===== config.mk =====
export PLATFORM = sky130hd
export DESIGN_NAME = tfc_frame_track
export DESIGN_NICKNAME = d
export VERILOG_FILES = /design/src/rtl/tfc_pkg.sv /design/src/rtl/tfc_frame_track.sv
export SDC_FILE = /design/constraint.sdc
export NUM_CORES = 1
export LEC_CHECK = 0
export ABC_CLOCK_PERIOD_IN_PS = 7000
export BUFFER_PORTS_ARGS = -buffer_cell sky130_fd_sc_hd__buf_2
export CAP_MARGIN = 5
export CORE_ASPECT_RATIO = 1.5
export CORE_MARGIN = 2
export CORE_UTILIZATION = 40
export DETAILED_ROUTE_END_ITERATION = 8
export PLACE_DENSITY_LB_ADDON = 0.1
export SYNTH_ARGS = -nofsm -noshare
export SYNTH_HDL_FRONTEND = slang
export SYNTH_SLANG_ARGS = --single-unit

===== constraint.sdc =====
create_clock -name aclk -period 7 [get_ports aclk]
set_input_delay 1.4 -clock aclk [delete_from_list [all_inputs] [get_ports aclk]]
set_output_delay 1.4 -clock aclk [all_outputs]
set_load 0.05 [all_outputs]

===== src/rtl/tfc_pkg.sv =====
`timescale 1ns / 1ps
// ----------------------------------------------------------------------------
// tfc_pkg: shared types, constants and CRC helper for the frame checker
// Frame geometry, CRC-16-CCITT constants, verdict codes and the structs
// passed between the tracker and the verdict stage.
// ----------------------------------------------------------------------------
package tfc_pkg;

    // frame layout
    localparam int FRAME_BYTES = 30;
    localparam int POS_W       = 5;
    localparam int BODY_BYTES  = FRAME_BYTES - 2;      // bytes covered by the CRC
    localparam int BODY_W      = BODY_BYTES * 8;

    localparam logic [POS_W-1:0] POS_LAST    = POS_W'(FRAME_BYTES - 1);
    localparam logic [POS_W-1:0] POS_CRC_LOW = POS_W'(FRAME_BYTES - 2);

    // header and CRC constants
    localparam logic [15:0] FRAME_MAGIC = 16'hA5A5;
    localparam logic [15:0] CRC_INIT    = 16'hFFFF;
    localparam logic [15:0] CRC_POLY    = 16'h1021;
    localparam logic [15:0] VERSION_RST = 16'h0001;

    // verdict codes
    typedef enum logic [1:0] {
        FAIL_NONE   = 2'd0,
        FAIL_HEADER = 2'd1,
        FAIL_CRC    = 2'd2
    } fail_code_t;

    // tracker -> verdict: control and check inputs
    typedef struct packed {
        logic        is_last;     // current position is the final byte
        logic [15:0] crc;         // running CRC over the body
        logic [7:0]  crc_low;     // low byte of the stored CRC
        logic [31:0] header;      // magic in [15:0], version in [31:16]
    } trk_status_t;

    // captured payload fields
    typedef struct packed {
        logic [31:0] seq;
        logic [63:0] time_raw;
        logic [31:0] vel_x;
        logic [31:0] vel_y;
        logic [31:0] yaw;
    } trk_fields_t;

    // byte-wide CRC-16-CCITT update, MSB first
    function automatic logic [15:0] crc_byte(input logic [15:0] crc_in,
                                             input logic [7:0]  data);
        logic [15:0] c;
        c = crc_in ^ {data, 8'h00};
        for (int k = 0; k < 8; k++) begin
            if (c[15]) begin
                c = {c[14:0], 1'b0} ^ CRC_POLY;
            end else begin
                c = {c[14:0], 1'b0};
            end
        end
        return c;
    endfunction

endpackage


===== src/rtl/tfc_frame_track.sv =====
`timescale 1ns / 1ps
// ----------------------------------------------------------------------------
// tfc_frame_track: byte position, running CRC and field capture
// Advances on every accepted word. Body bytes shift into one capture line,
// so after the body the header and fields sit at fixed lanes.
// ----------------------------------------------------------------------------
module tfc_frame_track (
    input  logic                 aclk,
    input  logic                 aresetn,
    input  logic                 byte_en,
    input  logic [7:0]           byte_in,
    output tfc_pkg::trk_status_t status,
    output tfc_pkg::trk_fields_t fields
);
    import tfc_pkg::*;

    logic [POS_W-1:0]  pos_reg,  pos_next;
    logic [15:0]       crc_reg,  crc_next;
    logic [BODY_W-1:0] body_reg, body_next;
    logic [7:0]        crc_low_reg, crc_low_next;
    logic              is_last;
    logic              in_body;

    assign is_last = (pos_reg >= POS_LAST);
    assign in_body = (pos_reg < POS_CRC_LOW);

    // next-state logic
    always_comb begin
        pos_next     = pos_reg;
        crc_next     = crc_reg;
        body_next    = body_reg;
        crc_low_next = crc_low_reg;
        if (byte_en) begin
            if (is_last) begin
                pos_next = '0;
                crc_next = CRC_INIT;
            end else begin
                pos_next = pos_reg + POS_W'(1);
                if (in_body) begin
                    crc_next  = crc_byte(crc_reg, byte_in);
                    body_next = {byte_in, body_reg[BODY_W-1:8]};
                end else begin
                    crc_low_next = byte_in;
                end
            end
        end
    end

    // control state
    always_ff @(posedge aclk) begin
        if (!aresetn) begin
            pos_reg <= '0;
            crc_reg <= CRC_INIT;
        end else begin
            pos_reg <= pos_next;
            crc_reg <= crc_next;
        end
    end

    // capture registers
    always_ff @(posedge aclk) begin
        body_reg    <= body_next;
        crc_low_reg <= crc_low_next;
    end

    assign status.is_last = is_last;
    assign status.crc     = crc_reg;
    assign status.crc_low = crc_low_reg;
    assign status.header  = body_reg[31:0];

    assign fields.seq      = body_reg[63:32];
    assign fields.time_raw = body_reg[127:64];
    assign fields.vel_x    = body_reg[159:128];
    assign fields.vel_y    = body_reg[191:160];
    assign fields.yaw      = body_reg[223:192];

endmodule


==> results.txt, run 1 <==
* Setup repair after global routing missed its margin: no
- Placed Instances: 851
- Leakage component of the power: 4.06 nW
* Number of clock sinks: 253
* Sum of negative setup slack: 0 ps
- Clock tree from TritonCTS: done
- The share of synthesized area in the top cell type comes to 0.873.
- Ranked by total cell area, the synthesized netlist is headed by sky130_fd_sc_hd__edfxtp_1, sky130_fd_sc_hd__dfxtp_1, sky130_fd_sc_hd__xnor2_1.
- Total wirelength of the detailed-routed design: 15.9 mm
* Number of design-rule violations left by the first detailed-router iteration: 292
- During synthesis, Yosys emitted a total of 0 warnings.
- Tightest Pin Transition: 1190 ps
- In the post-route analysis, the smallest setup slack over all paths is 3680 ps.
- At the end of routability-driven placement, the weighted congestion stood at 0.817.
* Combined global-route utilization of all metal layers: 0.140
* DRC violation count after routing: 0
- The first global-routing pass estimated 23.3 mm of wire.
- Power spread over the standard cell area amounts to 375 mW/mm².
* Number of failing setup endpoints in the final timing report: 0
- Top Ports: 260
* Reg-to-reg startpoint: pos_reg[2]
- STA classifies the critical path startpoint as an input port.
* Number of instances in the synthesized netlist: 334
- For the worst setup path, the data arrival time is 3460 ps.
* Post-CTS Setup Inserts: 0
* Met3 routed wirelength: 1.41 mm
- Measured against its own limit, the worst slew margin works out to 0.208.
* Synthesized area: 0.00798 mm²
* Layout area overhead: 31.1%
- Along the worst hold path, the cell count comes to 0.
- Clock Latency Late Sink: 500 ps
- Clock tree synthesis selected as its root buffer the cell sky130_fd_sc_hd__clkbuf_16.
- I/O Buffers: 259
- Hold Path End: body_reg[206]
- Clock period minus worst slack: 3320 ps
* PostCTS Resize Cnt: 0
- First-pass iteration count of the detailed router: 4
- STA classifies the critical path endpoint as a flip-flop.
* Number of maximum-capacitance violations: 0
* Fraction of the yosys area taken by sequential cells: 0.926
- Initial cell density of the core: 0.405
- The finished cells cover 0.0105 mm².
* Number of distinct library cell variants in the gate-level netlist after synthesis: 26
- Largest register FFs: 224
- Uppermost signal routing layer after detailed routing: met4
* Run status: finished clean
- Residual antenna-violating net count after detailed routing: 0
- Routed via count: 4127
- For this run, the top clock speed supported by timing is 301 MHz.
- Worst Path Required: 7130 ps
- R2R Setup Slk: 4210 ps
- Before CTS, the worst setup slack after placement is 3020 ps.
* Dpl hpwl: 10.7 mm
- Along the worst path, the maximum fanout reaches 169.
* Die height: 177 µm
* Die X: 119 µm
- Cell Area, Placed: 0.00960 mm²
- The biggest area contributor in the post-synthesis netlist is sky130_fd_sc_hd__edfxtp_1.
* Final hold viol count: 0
* Cell Count, Final, Fillers Out: 894
- IR analysis of the VDD net gives a maximum drop of 248 µV.
- The region available for standard cell placement spans 0.0197 mm².
- The clock passes through at most 3 buffers.
* Type of the worst min-delay path: flip-flop to flip-flop
* Initial antenna violation count: 0
- Pin count of the biggest net entering global routing: 170
* Tcrit/Tclk final: 0.475
- In this run the most critical hold path is launched from body_reg[214].
- Layout cells sized above 1: 0.478
* Global route total overflow: 0
- The critical path is of the input port to flip-flop type.
- After clock tree synthesis, the flow added hold-fix buffers numbering 0.
* Clock-pin slew of the registers on the worst-case setup and hold paths: 60 ps
* Total Power Consumption: 0.00392 W
- Final worst clock skew: 13.9 ps
- A synthesized cell averages 23.9 µm².
* Area of the die: 0.0211 mm²
* Average wire length per cell after detail routing: 17.8 µm
* Number of nets at the end of the flow: 631
* Detailed-route wire length on metal 1: 5.97 mm
- The via count of the first global-routing pass is 4146.
* Cell Rows: 63
- The library cells used most frequently in the layout, excluding fill and tap cells, are sky130_fd_sc_hd__buf_2, sky130_fd_sc_hd__edfxtp_1, sky130_fd_sc_hd__clkbuf_16, sky130_fd_sc_hd__dfxtp_1, sky130_fd_sc_hd__xnor2_1.
- Synthesis produced a netlist with a net count of 347.
- Most common cell after layout, fill and taps aside: sky130_fd_sc_hd__buf_2
- In the routed layout, each cell is associated on average with a via count of 4.62.
* Worst reg2reg path endpoint: body_reg[26]
- The number of max-slew violations in the final report was 0.
- Measured in cells, the most critical reg-to-reg path has a length of 4.
- Number of buffers added by the clock tree synthesis step: 25
- The synthesized design contains 253 register bits.
- After detailed routing, the met2 layer carries 8.01 mm of wire.
- The number of antenna diodes in the final layout is 0.
* CTS H-tree depth: 1
final cells by class:
type / instances / area [µm²]
Inverter: 3 / 18.8
Sequential cell: 253 / 7390
Fill cell: 1625 / 9250
Tap cell: 260 / 325
Multi-Input combinational cell: 74 / 553
Clock buffer: 30 / 644
Timing Repair Buffer: 261 / 1310
Clock inverter: 13 / 219
how the worst max path moves through the flow:
stage	start	endpoint	slack, ps	cells past startpoint
after CTS	byte_en	body_reg[17]	3590	4
after global placement	byte_en	body_reg[9]	3170	4
final	byte_en	body_reg[26]	3680	4
after detailed placement	byte_en	body_reg[42]	3020	4
after global routing	byte_en	body_reg[50]	3400	4
after floorplan	byte_en	body_reg[0]	170	3
through the flow:
stage | hold WS (ps) | utilization
after global routing | 451 | 0.531
after detailed placement | 426 | 0.487
after global placement | 426 | 0.487
final | 442 | 0.531
after CTS | 441 | 0.531
after floorplan | 479 | -
critical path, cell delays in order:
cell                      delay (ps)
sky130_fd_sc_hd__buf_2           230
sky130_fd_sc_hd__nand2_1         300
sky130_fd_sc_hd__inv_8           770
sky130_fd_sc_hd__buf_4           700
kinds of logic (layout without fill, tap and decap cells):
group                      after synthesis  after routing  synth area share
DFF                                    253            253             0.926
xor gates and xnor gates                28             28            0.0307
and+or+nand+nor                         25             25            0.0158
AOI/OAI and AO/OA                       19             19            0.0196
buffers and inverters                    7            307           0.00470
adders and majority gates                2              2           0.00314
Yosys cell counts:
cell type	n
sky130_fd_sc_hd__nand3_1	3
sky130_fd_sc_hd__nor2b_1	1
sky130_fd_sc_hd__a211oi_2	1
sky130_fd_sc_hd__xnor2_1	19
sky130_fd_sc_hd__buf_1	1
sky130_fd_sc_hd__nor3_1	1
sky130_fd_sc_hd__o21ai_0	1
sky130_fd_sc_hd__edfxtp_1	232
sky130_fd_sc_hd__nand4_1	2
sky130_fd_sc_hd__nand2_1	10
sky130_fd_sc_hd__inv_1	3
sky130_fd_sc_hd__clkbuf_1	1
sky130_fd_sc_hd__a2bb2oi_1	5
sky130_fd_sc_hd__o22ai_1	7
sky130_fd_sc_hd__buf_4	1
sky130_fd_sc_hd__and3_1	1
sky130_fd_sc_hd__o21a_4	1
sky130_fd_sc_hd__dfxtp_1	21
sky130_fd_sc_hd__xor2_1	9
sky130_fd_sc_hd__o22a_1	3
sky130_fd_sc_hd__ha_1	2
sky130_fd_sc_hd__a21bo_2	1
sky130_fd_sc_hd__nand2b_4	1
sky130_fd_sc_hd__buf_6	1
sky130_fd_sc_hd__nor2_1	5
sky130_fd_sc_hd__or3_4	1
report_power, final:
group	total (W)	switching, W	internal (W)
Combinational	0.000671	0.000510	0.000162
Clock	0.00141	0.000535	0.000876
Sequential	0.00184	0.0000693	0.00177
metal layers:
metal / vias to the layer above / track usage
met1: 2019 / 0.164
met5: - / 0
met3: 34 / 0.0419
met2: 213 / 0.241
met4: 0 / 0.0578
li1: 1861 / -
No activity file was read; power rests on OpenSTA's default activity.
==> run 2, diff against run 1 <==
Settings changed: ABC_CLOCK_PERIOD_IN_PS 7000 to 3400.
Clock period 7 ns to 3.4 ns, I/O delays scaled along.
==> run 2 against run 1 <==
Compared with the run above:
- via count hardly changed
- die area stayed put
- critical endpoint is now status[56]
- clock skew is 1.3 ps lower
- setup slack worse by 2800 ps
- critical path type is now flip-flop to output pin
- highest routed layer unchanged
==> results.txt, run 2 (same netlist as run 1, synthesis figures left out) <==
- The flow ran to the end, and the final reports show no timing, DRC or antenna violations.
- Number of design-rule violations left by the first detailed-router iteration: 370 (+27%)
- The quantity of hold-fixing buffers added after cts was 0 (unchanged).
- R2R Setup Slk: 1190 ps (-3020 ps)
- Number of failing setup endpoints in the final timing report: 0 (unchanged)
- Total Power Consumption: 0.00783 W (+100%)
- Number of buffers added by the clock tree synthesis step: 25 (unchanged)
* Via-per-instance ratio: 4.56 (-1.1%)
* Number of maximum-capacitance violations: 0 (unchanged)
- Top Ports: 260 (unchanged)
- The min-delay analysis places its worst path in the category input port to flip-flop.
* Die X: 119 µm (unchanged)
- Placed Instances: 858 (+0.82%)
- Setup repair after global routing left no endpoint under its margin.
- Layout area overhead: 31.8%
* CTS H-tree depth: 1 (unchanged)
* VDD IR max: 564 µV (+130%)
- The top cell types in the final layout, fill and taps aside, are sky130_fd_sc_hd__buf_2, sky130_fd_sc_hd__edfxtp_1, sky130_fd_sc_hd__clkbuf_16, sky130_fd_sc_hd__dfxtp_1, sky130_fd_sc_hd__xnor2_1.
- Combined global-route utilization of all metal layers: 0.145 (+0.00476)
- Number of global-route vias before repair: 4165 (+0.46%)
- Routed via count: 4126 (-0.024%)
- The final worst clock skew was 12.6 ps (-1.27 ps).
* Dpl hpwl: 11.3 mm (+5.9%)
- The number of optimization iterations in the first detailed-route pass is 4 (unchanged).
- Cell Rows: 63 (unchanged)
- The largest net degree at the start of global routing is 57 (-66%).
- The clock-pin slew on the worst setup and hold paths came to 60 ps (about the same).
- Pwr per Cell Area: 745 mW/mm² (+99%)
- The worst-case clock buffer depth is 3 (unchanged).
* Layout cells sized above 1: 0.486 (+0.00811)
* Routability-driven placement congestion ratio: 0.812 (-0.62%)
- The final antenna-violating net count came to 0 (unchanged).
- Worst Path Required: 2720 ps (-4410 ps)
* Cell Count, Final, Fillers Out: 904 (+1.1%)
- The final routed wirelength across all metal layers came to 16.1 mm (+1.5%).
- The worst setup path is captured at an output pin.
- The normalized max-slew margin was 0.581 (+0.373).
* Number of nets at the end of the flow: 638 (+1.1%)
- Peak Freq: 396 MHz
- Wire length of the first global-routing pass: 23.8 mm (+2.5%)
- PostCTS Resize Cnt: 0 (unchanged)
- Clock Latency Late Sink: 510 ps (about the same)
* DRC violation count after routing: 0 (unchanged)
* # diodes: 0 (unchanged)
* Post-CTS Setup Inserts: 0 (unchanged)
- I/O Buffers: 259 (unchanged)
* Number of clock sinks: 253 (unchanged)
* Setup Crit Path Kind: flip-flop to output pin
- Tcrit/Tclk final: 0.743
- TritonCTS built the clock tree.
- The initial antenna violation count is 0 (unchanged).
- Most common cell after layout, fill and taps aside: sky130_fd_sc_hd__buf_2
- The arrival time at the worst endpoint was 1850 ps (-1610 ps).
- The hold slack is 401 ps (-41.2 ps).
* Average wire length per cell after detail routing: 17.8 µm (+0.35%)
* Largest register FFs: 224 (unchanged)
- Die height: 177 µm (unchanged)
* Maximum fanout along the worst path: 5 (-97%)
- The total leakage power is 4.08 nW (+0.52%).
* Tightest Pin Transition: 627 ps (-560 ps)
- CTS Root Buffer Type: sky130_fd_sc_hd__clkbuf_16
- The worst setup path is launched from a flip-flop.
- The die area was 0.0211 mm² (unchanged).
* Count of final max-slew check failures: 0 (unchanged)
- The effective utilization at floorplan came to 0.405 (unchanged).
- The total overflow reported by the global router came to 0 (unchanged).
- Clock period minus worst slack: 2530 ps
* Area inside the core boundary: 0.0197 mm² (unchanged)
- Final hold viol count: 0 (unchanged)
## run 2: cell count changes in the layout (fill, tap and decap cells not counted), moves of 3 or more
cell                        previous run  this run
sky130_fd_sc_hd__clkbuf_8              0         3
sky130_fd_sc_hd__buf_12                0         4
sky130_fd_sc_hd__buf_4                 2         5
sky130_fd_sc_hd__bufinv_16             6         2
## run 2: worst paths after layout
check | startpoint | endpoint | depth (start not counted)
worst max-delay path | pos_reg[1] | status[56] | 5
worst min register to register | body_reg[60] | body_reg[52] | 0
worst min-delay path | byte_in[3] | body_reg[219] | 1
worst max register to register | pos_reg[2] | body_reg[218] | 4
## run 2: final cells by class
type,instances,area (µm²)
clock buffer,34,689
tap,260,325
multi-input combinational,74,569
timing repair buffer,268,1410
fill,1634,9190
sequential,253,7390
clock inverter,12,114
inverter,3,15.0
## run 2: metal layers
metal / vias up / global-route usage / wire [µm]
li1: 1886 / - / -
met1: 2015 / 0.177 / 6290
met2: 201 / 0.247 / 8150
met3: 24 / 0.0416 / 1380
met4: 0 / 0.0490 / 300
met5: - / 0 / 0
## run 2: through the flow
| step | instance area (µm²) | TNS [ps] | setup WS, ps | util |
|---|---|---|---|---|
| floorplan | 8010 | -272000 | -1210 | - |
| global placement | 9710 | 0 | 1110 | 0.493 |
| detailed placement | 9710 | 0 | 1040 | 0.493 |
| CTS | 10500 | 0 | 846 | 0.534 |
| global route | 10500 | 0 | 766 | 0.534 |
| finish | 10500 | 0 | 873 | 0.534 |
## run 2: critical path: stages (launching register included)
cell and delay (ps):
sky130_fd_sc_hd__dfxtp_1 390, sky130_fd_sc_hd__inv_1 60, sky130_fd_sc_hd__ha_1 170, sky130_fd_sc_hd__or3_4 340, sky130_fd_sc_hd__nor2b_1 150, sky130_fd_sc_hd__buf_2 230
## run 2: report_power, final
part           switching (W)  internal (W)
combinational        0.00104      0.000345
sequential          0.000145       0.00364
clock                0.00109       0.00157
